===== src/rtl/sbci_pkg.sv =====
package sbci_pkg;

	localparam int unsigned COORD_W = 32;
	localparam int unsigned OPND_W  = 6;

	localparam logic [OPND_W-1:0] OPERAND_MASK = 6'h3f;

	typedef enum logic [1:0] {
		OPC_DX   = 2'd0,
		OPC_DY   = 2'd1,
		OPC_TOOL = 2'd2,
		OPC_DATA = 2'd3
	} opc_t;

	localparam logic [1:0] TOOL_NONE  = 2'd0;
	localparam logic [1:0] TOOL_LINE  = 2'd1;
	localparam logic [1:0] TOOL_BLOCK = 2'd2;

	localparam logic [OPND_W-1:0] SEL_COLOUR   = 6'd3;
	localparam logic [OPND_W-1:0] SEL_TARGET_X = 6'd4;
	localparam logic [OPND_W-1:0] SEL_TARGET_Y = 6'd5;

	localparam logic [1:0] KIND_LINE   = 2'd0;
	localparam logic [1:0] KIND_BLOCK  = 2'd1;
	localparam logic [1:0] KIND_COLOUR = 2'd2;

	typedef struct packed {
		logic [7:0] command_byte;
		logic       frame_end;
	} cmd_t;

	typedef struct packed {
		logic [1:0]                draw_kind;
		logic signed [COORD_W-1:0] x_start;
		logic signed [COORD_W-1:0] y_start;
		logic signed [COORD_W-1:0] x_end_or_width;
		logic signed [COORD_W-1:0] y_end_or_height;
		logic [COORD_W-1:0]        colour_value;
	} draw_t;

endpackage


===== src/rtl/sbci_if.sv =====
interface sbci_cmd_if;
	logic       valid;
	logic       ready;
	logic [7:0] command_byte;
	logic       frame_end;

	modport source (output valid, output command_byte, output frame_end, input ready);
	modport sink   (input valid, input command_byte, input frame_end, output ready);
endinterface

interface sbci_draw_if;
	logic               valid;
	logic               ready;
	logic [1:0]         draw_kind;
	logic signed [31:0] x_start;
	logic signed [31:0] y_start;
	logic signed [31:0] x_end_or_width;
	logic signed [31:0] y_end_or_height;
	logic [31:0]        colour_value;

	modport source (output valid, output draw_kind, output x_start, output y_start,
		output x_end_or_width, output y_end_or_height, output colour_value, input ready);
	modport sink   (input valid, input draw_kind, input x_start, input y_start,
		input x_end_or_width, input y_end_or_height, input colour_value, output ready);
endinterface


===== src/rtl/sketch_byte_command_interpreter.sv =====
// Channel  Dir  Payload
// cmd      in   command_byte[7:0], frame_end
// draw     out  draw_kind[1:0], x_start, y_start, x_end_or_width, y_end_or_height,
//               colour_value
//
// One command per cycle sustained unless a draw result stalls; from cmd transfer to
// draw valid: input register, then decode/update into the result register.
// Reset (arst_n low) clears position, target, accumulator and sets line tool.
// A stalled draw result holds the item in the input register only if that item
// produces a result; commands without a result keep flowing.
module sketch_byte_command_interpreter (
	input  logic        clk,
	input  logic        arst_n,
	sbci_cmd_if.sink    cmd,
	sbci_draw_if.source draw
);
	import sbci_pkg::*;

	cmd_t  in_item;
	cmd_t  item_s1;
	logic  item_valid_s1;
	logic  adv;
	logic  fire;
	logic  res_valid;
	logic  out_free;
	draw_t res;

	assign in_item.command_byte = cmd.command_byte;
	assign in_item.frame_end    = cmd.frame_end;

	assign adv  = !res_valid || out_free;
	assign fire = item_valid_s1 && adv;

	sbci_in_stage u_in (
		.clk           (clk),
		.arst_n        (arst_n),
		.in_valid      (cmd.valid),
		.in_ready      (cmd.ready),
		.in_item       (in_item),
		.adv           (adv),
		.item_valid_s1 (item_valid_s1),
		.item_s1       (item_s1)
	);

	sbci_exec u_exec (
		.clk       (clk),
		.arst_n    (arst_n),
		.fire      (fire),
		.item      (item_s1),
		.res_valid (res_valid),
		.res       (res)
	);

	sbci_out_stage u_out (
		.clk    (clk),
		.arst_n (arst_n),
		.load   (fire && res_valid),
		.res    (res),
		.free   (out_free),
		.draw   (draw)
	);

	a_frame_end_silent: assert property (@(posedge clk) disable iff (!arst_n)
		item_valid_s1 && item_s1.frame_end |-> !res_valid)
		else $error("frame end produced a result");

	a_result_reaches_out: assert property (@(posedge clk) disable iff (!arst_n)
		fire && res_valid |=> draw.valid)
		else $error("result lost before output register");

	a_stall_keeps_item: assert property (@(posedge clk) disable iff (!arst_n)
		item_valid_s1 && !adv |=> item_valid_s1)
		else $error("stalled item dropped");

	a_ready_only_blocked_by_item: assert property (@(posedge clk) disable iff (!arst_n)
		!cmd.ready |-> item_valid_s1 && res_valid && draw.valid)
		else $error("input stalled without cause");
endmodule


===== src/rtl/sbci_in_stage.sv =====
module sbci_in_stage (
	input  logic          clk,
	input  logic          arst_n,
	input  logic          in_valid,
	output logic          in_ready,
	input  sbci_pkg::cmd_t in_item,
	input  logic          adv,
	output logic          item_valid_s1,
	output sbci_pkg::cmd_t item_s1
);
	import sbci_pkg::*;

	assign in_ready = !item_valid_s1 || adv;

	always_ff @(posedge clk or negedge arst_n) begin
		if (!arst_n) begin
			item_valid_s1 <= 1'b0;
		end else if (in_ready) begin
			item_valid_s1 <= in_valid;
		end
	end

	always_ff @(posedge clk) begin
		if (in_ready && in_valid) begin
			item_s1 <= in_item;
		end
	end
endmodule


===== src/rtl/sbci_exec.sv =====
module sbci_exec (
	input  logic           clk,
	input  logic           arst_n,
	input  logic           fire,
	input  sbci_pkg::cmd_t  item,
	output logic           res_valid,
	output sbci_pkg::draw_t res
);
	import sbci_pkg::*;

	logic [COORD_W-1:0] pos_x_q, pos_y_q, target_x_q, target_y_q, acc_q;
	logic [1:0]         tool_q;
	logic [COORD_W-1:0] pos_x_d, pos_y_d, target_x_d, target_y_d, acc_d;
	logic [1:0]         tool_d;
	logic [OPND_W-1:0]  sel;
	logic [COORD_W-1:0] opnd;
	logic [COORD_W-1:0] ty_new;

	assign sel    = item.command_byte[OPND_W-1:0] & OPERAND_MASK;
	assign opnd   = {{(COORD_W-OPND_W){sel[OPND_W-1]}}, sel};
	assign ty_new = target_y_q + opnd;

	always_comb begin
		pos_x_d    = pos_x_q;
		pos_y_d    = pos_y_q;
		target_x_d = target_x_q;
		target_y_d = target_y_q;
		acc_d      = acc_q;
		tool_d     = tool_q;
		res_valid  = 1'b0;
		res        = '0;
		if (item.frame_end) begin
			pos_x_d    = '0;
			pos_y_d    = '0;
			target_x_d = '0;
			target_y_d = '0;
			acc_d      = '0;
			tool_d     = TOOL_LINE;
		end else begin
			unique case (opc_t'(item.command_byte[7:6]))
				OPC_TOOL: begin
					priority if (sel <= {4'd0, TOOL_BLOCK}) begin
						tool_d = sel[1:0];
						acc_d  = '0;
					end else if (sel == SEL_COLOUR) begin
						res_valid        = 1'b1;
						res.draw_kind    = KIND_COLOUR;
						res.colour_value = acc_q;
						acc_d            = '0;
					end else if (sel == SEL_TARGET_X) begin
						target_x_d = acc_q;
						acc_d      = '0;
					end else if (sel == SEL_TARGET_Y) begin
						target_y_d = acc_q;
						acc_d      = '0;
					end else begin
						tool_d = tool_q;
					end
				end
				OPC_DX: begin
					target_x_d = target_x_q + opnd;
				end
				OPC_DY: begin
					target_y_d = ty_new;
					res.x_start = pos_x_q;
					res.y_start = pos_y_q;
					if (tool_q == TOOL_LINE) begin
						res_valid           = 1'b1;
						res.draw_kind       = KIND_LINE;
						res.x_end_or_width  = target_x_q;
						res.y_end_or_height = ty_new;
					end else if (tool_q == TOOL_BLOCK) begin
						res_valid           = 1'b1;
						res.draw_kind       = KIND_BLOCK;
						res.x_end_or_width  = target_x_q - pos_x_q;
						res.y_end_or_height = ty_new - pos_y_q;
						acc_d               = '0;
					end else begin
						res = '0;
					end
					pos_x_d = target_x_q;
					pos_y_d = ty_new;
				end
				OPC_DATA: begin
					acc_d = {acc_q[COORD_W-OPND_W-1:0], sel};
				end
				default: begin
					acc_d = acc_q;
				end
			endcase
		end
	end

	always_ff @(posedge clk or negedge arst_n) begin
		if (!arst_n) begin
			pos_x_q    <= '0;
			pos_y_q    <= '0;
			target_x_q <= '0;
			target_y_q <= '0;
			acc_q      <= '0;
			tool_q     <= TOOL_LINE;
		end else if (fire) begin
			pos_x_q    <= pos_x_d;
			pos_y_q    <= pos_y_d;
			target_x_q <= target_x_d;
			target_y_q <= target_y_d;
			acc_q      <= acc_d;
			tool_q     <= tool_d;
		end
	end
endmodule


===== src/rtl/sbci_out_stage.sv =====
module sbci_out_stage (
	input  logic           clk,
	input  logic           arst_n,
	input  logic           load,
	input  sbci_pkg::draw_t res,
	output logic           free,
	sbci_draw_if.source    draw
);
	import sbci_pkg::*;

	logic  valid_q;
	draw_t data_q;

	assign free = !valid_q || draw.ready;

	always_ff @(posedge clk or negedge arst_n) begin
		if (!arst_n) begin
			valid_q <= 1'b0;
		end else if (free) begin
			valid_q <= load;
		end
	end

	always_ff @(posedge clk) begin
		if (free && load) begin
			data_q <= res;
		end
	end

	assign draw.valid           = valid_q;
	assign draw.draw_kind       = data_q.draw_kind;
	assign draw.x_start         = data_q.x_start;
	assign draw.y_start         = data_q.y_start;
	assign draw.x_end_or_width  = data_q.x_end_or_width;
	assign draw.y_end_or_height = data_q.y_end_or_height;
	assign draw.colour_value    = data_q.colour_value;
endmodule

===== src/flat_wrapper.sv =====
// flat-port wrapper written by rule: the top's interface ports become plain ports
module sketch_byte_command_interpreter_flat import sbci_pkg::*;
  (clk, arst_n, cmd_valid, cmd_command_byte, cmd_frame_end, cmd_ready, draw_valid, draw_draw_kind, draw_x_start, draw_y_start, draw_x_end_or_width, draw_y_end_or_height, draw_colour_value, draw_ready);
  sbci_cmd_if cmd_i ();
  sbci_draw_if draw_i ();
  input  logic clk;
  input  logic arst_n;
  input wire logic [$bits(cmd_i.valid)-1:0] cmd_valid;
  input wire logic [$bits(cmd_i.command_byte)-1:0] cmd_command_byte;
  input wire logic [$bits(cmd_i.frame_end)-1:0] cmd_frame_end;
  output wire logic [$bits(cmd_i.ready)-1:0] cmd_ready;
  output wire logic [$bits(draw_i.valid)-1:0] draw_valid;
  output wire logic [$bits(draw_i.draw_kind)-1:0] draw_draw_kind;
  output wire logic [$bits(draw_i.x_start)-1:0] draw_x_start;
  output wire logic [$bits(draw_i.y_start)-1:0] draw_y_start;
  output wire logic [$bits(draw_i.x_end_or_width)-1:0] draw_x_end_or_width;
  output wire logic [$bits(draw_i.y_end_or_height)-1:0] draw_y_end_or_height;
  output wire logic [$bits(draw_i.colour_value)-1:0] draw_colour_value;
  input wire logic [$bits(draw_i.ready)-1:0] draw_ready;
  assign cmd_i.valid = cmd_valid;
  assign cmd_i.command_byte = cmd_command_byte;
  assign cmd_i.frame_end = cmd_frame_end;
  assign cmd_ready = cmd_i.ready;
  assign draw_valid = draw_i.valid;
  assign draw_draw_kind = draw_i.draw_kind;
  assign draw_x_start = draw_i.x_start;
  assign draw_y_start = draw_i.y_start;
  assign draw_x_end_or_width = draw_i.x_end_or_width;
  assign draw_y_end_or_height = draw_i.y_end_or_height;
  assign draw_colour_value = draw_i.colour_value;
  assign draw_i.ready = draw_ready;
  sketch_byte_command_interpreter u_core (.clk(clk), .arst_n(arst_n), .cmd(cmd_i), .draw(draw_i));
endmodule

===== config.mk =====
export PLATFORM = sky130hd
export DESIGN_NAME = sketch_byte_command_interpreter_flat
export DESIGN_NICKNAME = d
export VERILOG_FILES = /design/src/rtl/sbci_pkg.sv /design/src/rtl/sbci_if.sv /design/src/rtl/sketch_byte_command_interpreter.sv /design/src/rtl/sbci_in_stage.sv /design/src/rtl/sbci_exec.sv /design/src/rtl/sbci_out_stage.sv /design/src/flat_wrapper.sv
export SDC_FILE = /design/constraint.sdc
export NUM_CORES = 1
export LEC_CHECK = 0
export BUFFER_PORTS_ARGS = -buffer_cell sky130_fd_sc_hd__buf_2
export CORE_MARGIN = 3
export CORE_UTILIZATION = 31
export CTS_CLUSTER_DIAMETER = 50
export DETAILED_ROUTE_END_ITERATION = 12
export PLACE_DENSITY = 0.58
export RECOVER_POWER = 50
export SETUP_SLACK_MARGIN = 0.3
export SYNTH_ARGS = -nofsm -noshare
export SYNTH_HDL_FRONTEND = slang
export SYNTH_SLANG_ARGS = --single-unit

===== constraint.sdc =====
create_clock -name clk -period 11.46 [get_ports clk]
set_input_delay 2.292 -clock clk [delete_from_list [all_inputs] [get_ports clk]]
set_output_delay 2.292 -clock clk [all_outputs]
set_load 0.05 [all_outputs]

Yosys cells after proc, flatten, opt, wreduce, memory -nomap -nowiden
Cells that the tools add are included.

Add/subtract/negate cells: 4. Order comparisons: 1. Equality and inequality tests: 16. Muxes and demuxes: 41. Bitwise gates (word level): 3. Reductions and logical operators: 24.

Operators with widths (count): $mux W32 (20); $mux W64 (4); $pmux W32 S2 (2); $pmux W32 S3 (1); $add A32 B32 Y32 (2); $sub A32 B32 Y32 (2); $ne A3 B2 Y1 const B (7); $eq A6 B3 Y1 const B (2); $mux W2 (5); $reduce_and A5 Y1 (2); $mux W1 (7); $eq A2 B2 Y1 const B (3); $eq A6 B2 Y1 const B (1); $le A6 B2 Y1 const B (1); $ne A6 B5 Y1 const B (1); $reduce_and A6 Y1 (1); $reduce_bool A2 Y1 (3); $reduce_bool A3 Y1 (2); $eq A2 B1 Y1 const B (2); $logic_and A1 B1 Y1 (4); $pmux W2 S2 (1); $reduce_bool A4 Y1 (1); $reduce_or A4 Y1 (1); $logic_not A1 Y1 (3); other kinds (7) (11).

Bits in registers: 335. Input bits: 13. Output and inout port bits: 164. Logic and storage cells: 105.

Logic depth before layout (Yosys ltp)
Gate-level depths: netlist (run 1).

Depth in word-level cells: 10. Gate-level depth with buffers: 22. Mapped depth without buffers: 21.

Hierarchy
Synthesis (run 1) repeated with hierarchy kept, for this count alone.

Cells, all modules: 2008. Area total of the unflattened synthesis: 19731.4 um2.

Modules (own cells, without submodules): sbci_exec (times used 1, cells each 1826, area an instance 14458.9 um2, sequential area each 4055.1 um2); sbci_out_stage (times used 1, cells each 166, area an instance 4918.5 um2, sequential area each 4889.7 um2); sbci_in_stage (times used 1, cells each 13, area an instance 324.1 um2, sequential area each 295.3 um2); sketch_byte_command_interpreter (times used 1, cells each 3, area an instance 30.0 um2, sequential area each 0.0 um2).

Least setup slack after synthesis (run 1)
Ideal clock, no wire load.

Path type: in2reg. Start point: input draw_ready. End point: register u_core.u_out.data_q (netlist bit u_core.u_out.draw.colour_value[0]) (enable). Data arrival time: 9272 ps. Data required time: 10774 ps. Slack: 1502 ps. Stages: 3. Path buffers: 0. Cells stage by stage: nand2b_1 -> o21ai_2 -> nor2_1.

Longest elaborated chain between the ends: 5.

RTL lines: start, declared (RTL line flat_wrapper.sv:19) `input wire logic [$bits(draw_i.ready)-1:0] draw_ready;`; $logic_or A1 B1 Y1 (*) (RTL line sbci_out_stage.sv:14) `assign free = !valid_q || draw.ready;`; $logic_or A1 B1 Y1 (RTL line sketch_byte_command_interpreter.sv:31) `assign adv = !res_valid || out_free;`; $logic_and A1 B1 Y1 (RTL line sketch_byte_command_interpreter.sv:32) `assign fire = item_valid_s1 && adv;`; $logic_and A1 B1 Y1 (RTL line sketch_byte_command_interpreter.sv:57) `.load (fire && res_valid),`; $logic_and A1 B1 Y1 (*) (RTL line sbci_out_stage.sv:25) `if (free && load) begin`; end signal, assigned (RTL line sbci_out_stage.sv:26) `data_q <= res;`; end, declared (RTL line sbci_out_stage.sv:12) `draw_t data_q;`.

Mark *: on every way between the ends. The rest lies on a longest branch, timed or not. A chain may end at the register's enable or synchronous reset.

Final worst setup path (run 1)
Start point: register u_core.u_in.item_s1[8] (netlist name). End point: register u_core.u_exec.target_y_q[16].

Longest elaborated chain between the ends: 7.

RTL lines: $eq A2 B1 Y1 or $eq A2 B2 Y1 (tied branches) (RTL line sbci_exec.sv:40) `unique case (opc_t'(item.command_byte[7:6]))`; $pmux W1 S2 (RTL line sbci_exec.sv:40); $mux W1 (RTL line sbci_exec.sv:32) `if (item.frame_end) begin`; $logic_not A1 Y1 (RTL line sketch_byte_command_interpreter.sv:31); $logic_or A1 B1 Y1 (RTL line sketch_byte_command_interpreter.sv:31); $logic_and A1 B1 Y1 (RTL line sketch_byte_command_interpreter.sv:32); $reduce_and A6 Y1 (no line); end signal, assigned (RTL line sbci_exec.sv:106) `target_y_q <= target_y_d;`; end, declared (RTL line sbci_exec.sv:11) `logic [COORD_W-1:0] pos_x_q, pos_y_q, target_x_q, target_y_q, acc_q;`.

Several ways; a longest one is shown, not always the timed one.

==> flow_summary.json, run 1 <==
{
  "status": "finished with violations",
  "violations": "capacitance limit, slew limit",
  "synthCells": 1997,
  "fin_worst_skew_ns": 0.0332,
  "nNetsFinal": 2289,
  "path_class": "flop to flop",
  "p_per_area_nw_per_um2": 182,
  "grt_max_degree": 89,
  "drive_gt1_share_pct": 8.15,
  "post_cts_buffers": 0,
  "relSlewSlack_pct": -253,
  "grt_overflow_total": 0,
  "num_vias": 15848,
  "tritoncts": "done",
  "coreArea_sq_um": 63300,
  "ant_nets": 0,
  "dieArea_sq_um": 67200,
  "hold_viol_final": 0,
  "gp_congestion": 0.911,
  "synth-main-ff-cell": "edfxtp_1",
  "netlist_area_sq_um": 19900,
  "initial_core_util_pct": 31.4,
  "cp-start-kind": "flop",
  "ys.warnings.count": 0,
  "crit_arrival_ns": 8.57,
  "slew_viol_final": 431,
  "synth_top_area_share_pct": 25.8,
  "hold_class": "flop to flop",
  "synth_edf_count": 171,
  "clkSlewWorstSetupHoldPaths_ns": 0.06,
  "timing.final.crit_share_pct": 70.9,
  "fin_util_pct": 36.5,
  "crit_path_end_kind": "flop",
  "ir_drop_uv": 114,
  "wirelength_mm": 58.3,
  "die_w_um": 259,
  "grt_pass1_vias": 15866,
  "avgViaCountPerCell": 5.23,
  "synthesis.nets": 2145,
  "dp_hpwl_mm": 41.1,
  "layout_min_cycle_time_ns": 8.12,
  "netlist_top_cells_count": "nand2_1 (242), edfxtp_1 (171), o21ai_0 (169)",
  "grt_pass1_wl_mm": 91.0,
  "drt_iter0_drc": 1083,
  "cts_resized": 0,
  "drv_cap": 8,
  "postSynth.asyncResetShare_pct": 49.0,
  "setup_violations": 0,
  "clk-insertion-delay-late_ns": 0.61,
  "rsz0062_at_grt": "false",
  "critPathRequiredTime_ns": 11.91,
  "max_freq_ghz": 0.123,
  "root_buffer": "clkbuf_16",
  "grt_usage_pct": 17.1,
  "htree_levels": 2,
  "worst_slew_pin_slew_ns": 5.30,
  "synth_seq_area_share_pct": 46.5,
  "cts.sink_count": 335,
  "cp_max_fo": 47,
  "die_y_um": 259,
  "synth_area_leader_cell": "edfxtp_1",
  "antenna_found_initial": 5,
  "area_growth_pct": 16.3,
  "cts_made_buffers": 50,
  "rows": 92,
  "synthTopCellsByArea": "edfxtp_1 (26%), dfrtp_1 (21%), ha_1 (8.2%)",
  "avgRoutedWirePerCell_um": 19.2,
  "ioPinCount": 177,
  "power_leakage_nw": 9.07,
  "syn_area_per_cell_sq_um": 9.96,
  "io_buffers": 176,
  "hold_buffers": 0,
  "cts.path.max_buffers": 3,
  "synth.most_common_cell": "nand2_1",
  "synth_seq_cells": 335,
  "post-route-drc-count": 0,
  "timing.hold.ws_ns": 0.480,
  "drtPass1Iterations": 5,
  "synth_cell_type_count": 79,
  "tns_ns": 0
}
==> final cells by class <==
cell class | instances | area [sq um]
tap | 846 | 1060
fill | 6457 | 40200
antenna | 1 | 2.50
clock buffer | 64 | 1370
timing repair buffer | 196 | 842
sequential | 335 | 9240
clock inverter | 30 | 355
multi-input combinational | 1466 | 9920
inverter | 92 | 345
==> through the flow <==
step / power (mW) / instances / setup WS [ns] / cell area, sq um
CTS: 4.25 / 3029 / 5.73 / 23300
global route: 4.45 / 3029 / 2.77 / 23100
global placement: 2.63 / 2935 / 5.81 / 21600
finish: 4.21 / 3030 / 3.34 / 23100
detailed placement: 2.65 / 2935 / 5.75 / 21600
floorplan: 2.37 / 1997 / 1.50 / 19900
==> worst paths after layout <==
path / cells after the start / startpoint / end / slack [ns]
hold / removal: 2 / u_core.u_exec.pos_y_q[24] / u_core.u_exec.pos_y_q[24] / 0.48
setup reg to reg: 11 / u_core.u_in.item_s1[8] / u_core.u_exec.target_y_q[16] / 3.34
min in group asynchronous: 1 / arst_n / u_core.u_exec.tool_q[1] / 3.63
setup / recovery: 11 / u_core.u_in.item_s1[8] / u_core.u_exec.target_y_q[16] / 3.34
hold reg to reg: 2 / u_core.u_exec.pos_y_q[24] / u_core.u_exec.pos_y_q[24] / 0.48
max in group asynchronous: 2 / arst_n / u_core.u_exec.acc_q[15] / 4.75
==> cell families (layout without fill, tap and decap cells) <==
| group | Yosys count | in the layout | share of synthesized area, % |
|---|---|---|---|
| AO/OA/AOI/OAI | 588 | 588 | 19.6 |
| AND/OR/NAND/NOR | 573 | 573 | 13.6 |
| flip-flops | 335 | 335 | 46.5 |
| buffers and inverters | 196 | 382 | 3.83 |
| adder cells (fa/ha/maj) | 135 | 135 | 8.65 |
| XOR/XNOR | 111 | 111 | 4.89 |
| multiplexers | 59 | 59 | 2.97 |
| other | 0 | 1 | 0 |
==> per-layer routing <==
layer | up-vias | share of wire (%) | GRT usage (%)
li1 | 7583 | - | -
met1 | 7693 | 45 | 23.1
met2 | 478 | 47 | 28.0
met3 | 94 | 5.1 | 2.56
met4 | 0 | 2.8 | 5.85
met5 | - | 0 | 0
==> report_power, final <==
group / switching (mW) / internal [mW]
logic: 0.790 / 0.477
registers: 0.0511 / 1.33
clock network: 0.616 / 0.954
total: 1.46 / 2.76
==> cells in the final DEF, fill, tap and decap left out, drive strengths merged, types with 7 or more instances in the layout <==
master   netlist  final
a22oi         14     14
nor2          81     81
nor3          79     79
nor4b          9      9
o21a          15     15
edfxtp       171    171
dfrtp        163    163
nor2b         18     18
nand2        242    242
o21ai        186    186
ha           131    131
a22o          61     61
and2          43     43
nand4         11     11
xor2          42     42
o22ai         10     10
a2111oi        7      7
mux2i         59     59
o31ai         25     25
and3          13     13
buf           24     59
inv           92    105
nand3b         7      7
nand3         27     27
nand2b        23     23
o21bai        16     16
clkbuf        80    201
a31oi         20     20
clkinv         0     13
a21o          67     67
a21oi        116    116
xnor2         69     69
==> flip-flops by register name, indices dropped and copies added, names as in the netlist <==
signal and cells:
u_core.u_exec.acc_q 32, u_core.u_exec.pos_x_q 32, u_core.u_exec.pos_y_q 32, u_core.u_exec.target_x_q 32, u_core.u_exec.target_y_q 32, u_core.u_exec.tool_q 2, u_core.u_in.item_s1 9, u_core.u_in.item_valid_s1 1
u_core.u_out.draw.colour_value 32, u_core.u_out.draw.draw_kind 2, u_core.u_out.draw.valid 1, u_core.u_out.draw.x_end_or_width 32, u_core.u_out.draw.x_start 32, u_core.u_out.draw.y_end_or_height 32, u_core.u_out.draw.y_start 32
==> critical path, stage by stage, from the launching register on <==
cell and delay [ns]:
edfxtp_1 0.42, inv_1 0.11, ha_1 0.16, clkbuf_1 1.74
nand2b_1 1.32, nor2_1 0.31, o21ai_0 0.23, o21ai_0 0.85
or2_2 0.24, clkbuf_1 1.57, nor2_1 0.52, a221o_1 0.46
Power figures use the tool's default switching activity.
==> run 2: changes to the inputs <==
Settings changed: ABC_AREA set to 1.
Clock period 11.46 ns to 8 ns, I/O delays scaled along.
==> flow_summary.json, run 2 <==
{
  "fin_ws_ns": 1.84,
  "grt_pass1_vias": 18885,
  "setup_violations": 0,
  "drt_iter0_drc": 1774,
  "synth_seq_area_share_pct": 43.2,
  "netlist_top_cells_count": "nand2_1 (658), inv_1 (320), nor2_1 (247)",
  "antenna_found_initial": 2,
  "path_class": "flop to output pin",
  "num_vias": 19680,
  "relSlewSlack_pct": -139,
  "wl_met1_mm": 34.6,
  "violations": "capacitance limit, slew limit",
  "max_freq_ghz": 0.162,
  "timing.final.crit_share_pct": 77.0,
  "whs_endpoint": "u_core.u_exec.target_y_q[4]",
  "fin_worst_skew_ns": 0.0320,
  "die_w_um": 269,
  "worst_slew_pin_slew_ns": 3.59,
  "area_growth_pct": 13.9,
  "r2r_end": "u_core.u_out.draw.y_end_or_height[18]",
  "avgViaCountPerCell": 5.15,
  "tritoncts": "done",
  "cp-start-kind": "flop",
  "crit_arrival_ns": 4.56,
  "grt_usage_pct": 20.7,
  "cts_made_buffers": 47,
  "coreArea_sq_um": 67800,
  "post_cts_buffers": 0,
  "drive_gt1_share_pct": 4.58,
  "ir_drop_uv": 138,
  "root_buffer": "clkbuf_16",
  "synth_seq_cells": 335,
  "p_per_area_nw_per_um2": 243,
  "highest_layer": "met5",
  "avgRoutedWirePerCell_um": 19.8,
  "ant_nets": 0,
  "clk-insertion-delay-late_ns": 0.59,
  "gp_congestion": 0.952,
  "slew_viol_final": 145,
  "final_common_cell": "nand2_1",
  "grt_pass1_wl_mm": 114,
  "critPathRequiredTime_ns": 6.40,
  "hp-start": "u_core.u_exec.target_y_q[4]",
  "clkSlewWorstSetupHoldPaths_ns": 0.06,
  "status": "finished with violations",
  "cts.sink_count": 335,
  "synth_area_leader_cell": "edfxtp_1",
  "reg2reg_slack_ns": 2.18,
  "crit_path_end_kind": "output pin",
  "cp_max_fo": 39,
  "postSynth.asyncResetShare_pct": 49.0,
  "tns_ns": 0,
  "rr_worst_depth": 8,
  "io_buffers": 176,
  "layout_common_cells": "nand2_1 (659), inv_1 (320), nor2_1 (245)",
  "dp_hpwl_mm": 57.4,
  "grt_max_degree": 98,
  "met3_length_mm": 5.38,
  "nNetsFinal": 3058,
  "drtPass1Iterations": 7,
  "dieArea_sq_um": 72100,
  "synth_edf_count": 171,
  "ioPinCount": 177,
  "cts_resized": 0,
  "synthTopCellsByArea": "edfxtp_1 (24%), dfrtp_1 (19%), nand2_1 (12%)",
  "synth_cell_type_count": 51,
  "fin_cells": 3822,
  "die_y_um": 269,
  "reg2reg_from": "u_core.u_in.item_s1[7]",
  "ys.warnings.count": 0,
  "rsz0062_at_grt": "false",
  "post-route-drc-count": 0,
  "wl_met2_mm": 33.2,
  "synthesis.nets": 2898,
  "hold_class": "flop to flop",
  "cts.path.max_buffers": 3,
  "layout_min_cycle_time_ns": 6.16,
  "initial_core_util_pct": 31.5,
  "htree_levels": 2,
  "syn_area_per_cell_sq_um": 7.77,
  "hold_viol_final": 0,
  "dp_cells": 3734,
  "synth.most_common_cell": "nand2_1",
  "rows": 95,
  "grt_overflow_total": 0,
  "power_leakage_nw": 10.5,
  "synthCells": 2750,
  "netlist_area_sq_um": 21400,
  "synth_top_area_share_pct": 24.0,
  "drv_cap": 4,
  "hold_buffers": 0,
  "hold-path-cell-count": 2,
  "wirelength_mm": 75.8,
  "synth-main-ff-cell": "edfxtp_1",
  "pre_cts_ws_ns": 3.24
}
run 2: cell families (layout without fill, tap and decap cells):
family	Yosys count	count (layout)	share of synthesized area [%]
other	0	1	0
buffers and inverters	408	606	7.72
AO/OA/AOI/OAI	599	599	15.2
AND/OR/NAND/NOR	1255	1255	25.1
flip-flops	335	335	43.2
XOR/XNOR	18	18	0.738
adder cells (fa/ha/maj)	135	135	8.05
run 2: layer usage:
layer / up-vias / global-route usage, %
li1: 9620 / -
met1: 9327 / 28.9
met2: 611 / 32.4
met3: 120 / 3.87
met4: 2 / 6.68
met5: - / 0
run 2: how the worst max path moves through the flow:
stage / depth (start not counted) / start / endpoint
global route: 10 / u_core.u_in.item_s1[8] / cmd_ready
CTS: 10 / u_core.u_in.item_s1[8] / cmd_ready
finish: 10 / u_core.u_in.item_s1[8] / cmd_ready
floorplan: 12 / u_core.u_in.item_s1[6] / u_core.u_out.draw.colour_value[0]
global placement: 16 / u_core.u_in.item_s1[6] / u_core.u_out.draw.y_end_or_height[15]
detailed placement: 16 / u_core.u_in.item_s1[6] / u_core.u_out.draw.y_end_or_height[15]
run 2: critical path, stage by stage, from the launching register on:
cell and delay (ns):
edfxtp_1 0.41, inv_1 0.10, ha_1 0.19, inv_1 0.11, nor2_8 0.45, clkinvlp_2 1.40
o21ai_0 0.64, nand2_1 0.13, inv_2 0.11, nand3_1 0.16, buf_2 0.26
run 2: stage by stage:
step,cell area (sq um),hold WS (ns),power (mW),util [%]
after floorplan,21400,0.455,3.33,-
after global placement,23100,0.469,3.88,34.0
after detailed placement,23100,0.472,3.88,34.0
after CTS,24600,0.490,5.94,36.3
after global routing,24300,0.516,6.28,35.9
final,24300,0.489,5.91,35.9
run 2: area by class of cell:
class                      count  area, sq um
antenna                        1         2.50
clock buffer                  55         1260
clock inverter                32          267
fill                        7245        43400
inverter                     331         1250
multi-input combinational   2007        10500
sequential                   335         9240
tap                          873         1090
timing repair buffer         188          759
run 2: report_power, final:
group,internal [mW],switching (mW)
sequential,1.88,0.0658
combinational,0.572,1.35
clock,1.16,0.876
==> run 3: changes to the inputs <==
Settings changed: ABC_AREA 1 to 0.
Clock period 8 ns to 6.44 ns, I/O delays scaled along.
==> flow_summary.json, run 3 (synthesis gave the netlist of run 1 again) <==
{
  "status": "finished with violations",
  "violations": "capacitance limit, slew limit",
  "critPathRequiredTime_ns": 5.15,
  "grt_pass1_wl_mm": 93.2,
  "layout_min_cycle_time_ns": 5.81,
  "dp_cells": 2940,
  "cts.path.max_buffers": 3,
  "ir_drop_uv": 179,
  "p_per_area_nw_per_um2": 322,
  "hold_class": "flop to flop",
  "drtPass1Iterations": 6,
  "max_freq_ghz": 0.172,
  "die_w_um": 259,
  "dp_hpwl_mm": 42.2,
  "path_class": "flop to output pin",
  "nNetsFinal": 2294,
  "pre_cts_ws_ns": 0.949,
  "fin_ws_ns": 0.634,
  "drv_cap": 4,
  "cts.sink_count": 335,
  "setup_violations": 0,
  "hold-path-cell-count": 2,
  "hold_buffers": 0,
  "cp-start-kind": "flop",
  "num_vias": 15951,
  "clk-insertion-delay-late_ns": 0.60,
  "rsz0062_at_grt": "false",
  "power_leakage_nw": 9.02,
  "wirelength_mm": 59.7,
  "post_cts_buffers": 0,
  "rows": 92,
  "grtUsageMet2_pct": 28.5,
  "ant_nets": 0,
  "root_buffer": "clkbuf_16",
  "crit_arrival_ns": 4.52,
  "avgViaCountPerCell": 5.26,
  "relSlewSlack_pct": -95.0,
  "cts_made_buffers": 50,
  "drive_gt1_share_pct": 6.86,
  "grt_max_degree": 85,
  "grt_overflow_total": 0,
  "use_met3_pct": 3.01,
  "initial_core_util_pct": 31.4,
  "coreArea_sq_um": 63300,
  "tns_ns": 0,
  "grt.met1_usage_pct": 23.7,
  "htree_levels": 2,
  "fin_area_sq_um": 23100,
  "die_y_um": 259,
  "timing.final.crit_share_pct": 90.2,
  "post-route-drc-count": 0,
  "final_common_cell": "nand2_1",
  "area_growth_pct": 16.2,
  "drt_iter0_drc": 1029,
  "worst_slew_pin_slew_ns": 2.92,
  "cp_max_fo": 34,
  "rr_worst_depth": 9,
  "avgRoutedWirePerCell_um": 19.7,
  "antenna_found_initial": 3,
  "fin_cells": 3035,
  "place_area_sq_um": 21700,
  "fillers": 6435,
  "grt_usage_pct": 17.5,
  "dieArea_sq_um": 67200,
  "fin_worst_skew_ns": 0.0252,
  "clkSlewWorstSetupHoldPaths_ns": 0.06,
  "busiest_layer": "met2",
  "ioPinCount": 177,
  "cts_resized": 0,
  "fin_util_pct": 36.5,
  "grt_pass1_vias": 16168,
  "gp_congestion": 0.905,
  "io_buffers": 176,
  "crit_path_end_kind": "output pin",
  "hold_viol_final": 0,
  "slew_viol_final": 197,
  "timing.hold.ws_ns": 0.480,
  "tritoncts": "done",
  "layout_common_cells": "nand2_1 (242), clkbuf_1 (181), edfxtp_1 (171)",
  "finalPower_mw": 7.43
}
==> run 3: changes by cell type in the layout (fill, tap and decap cells not counted), moves of 27 or more <==
cell	before	now
nand2_1	659	242
inv_1	320	91
nor2_1	245	78
a22o_1	0	61
a21o_1	13	67
nand3_1	177	27
mux2i_1	0	59
xor2_1	11	42
o21ai_0	207	169
xnor2_1	7	69
o22ai_1	49	10
a21oi_1	238	112
o21ai_1	40	13
==> run 3: per-layer routing <==
layer  routed length [um]  part of all wire, %
met5                    0                    0
met4                 1640                  2.7
met3                 3200                  5.4
met2                27600                   46
met1                27200                   46
==> run 3: layout make-up <==
cell class	instances	area (sq um)	area share, %
inverters	92	345	1.50
multi-input cells	1466	9930	43.0
repair buffers	201	860	3.72
well taps	846	1060	4.58
flip-flops and latches	335	9240	40.0
diodes	2	5.00	0.0217
clock buffers	68	1400	6.07
clock inverters	25	253	1.09
==> run 3: worst paths after layout <==
check                                     startpoint                                     to  slack, ns
hold / removal             u_core.u_exec.pos_y_q[24]              u_core.u_exec.pos_y_q[24]       0.48
hold reg to reg            u_core.u_exec.pos_y_q[24]              u_core.u_exec.pos_y_q[24]       0.48
min in group asynchronous                     arst_n               u_core.u_exec.pos_x_q[5]       1.64
max in group asynchronous                     arst_n              u_core.u_exec.pos_y_q[24]       1.96
setup reg to reg              u_core.u_in.item_s1[8]  u_core.u_out.draw.y_end_or_height[14]       0.86
setup / recovery              u_core.u_in.item_s1[6]                              cmd_ready       0.63
==> run 3: worst max-delay path, stage by stage, from the launching register on <==
cell	delay [ns]
edfxtp_1	0.65
buf_4	0.35
nor3_1	0.44
nand3b_1	0.19
nor3_1	0.21
clkbuf_1	1.04
o21ai_1	0.45
nor2_1	0.23
nand2_1	0.12
buf_2	0.23
==> run 3: report_power, final <==
part / leakage (nW) / switching (mW) / internal [mW]
clock network: 0.811 / 1.06 / 1.63
logic: 4.54 / 1.42 / 0.858
registers: 3.67 / 0.0924 / 2.36
total: 9.02 / 2.58 / 4.85
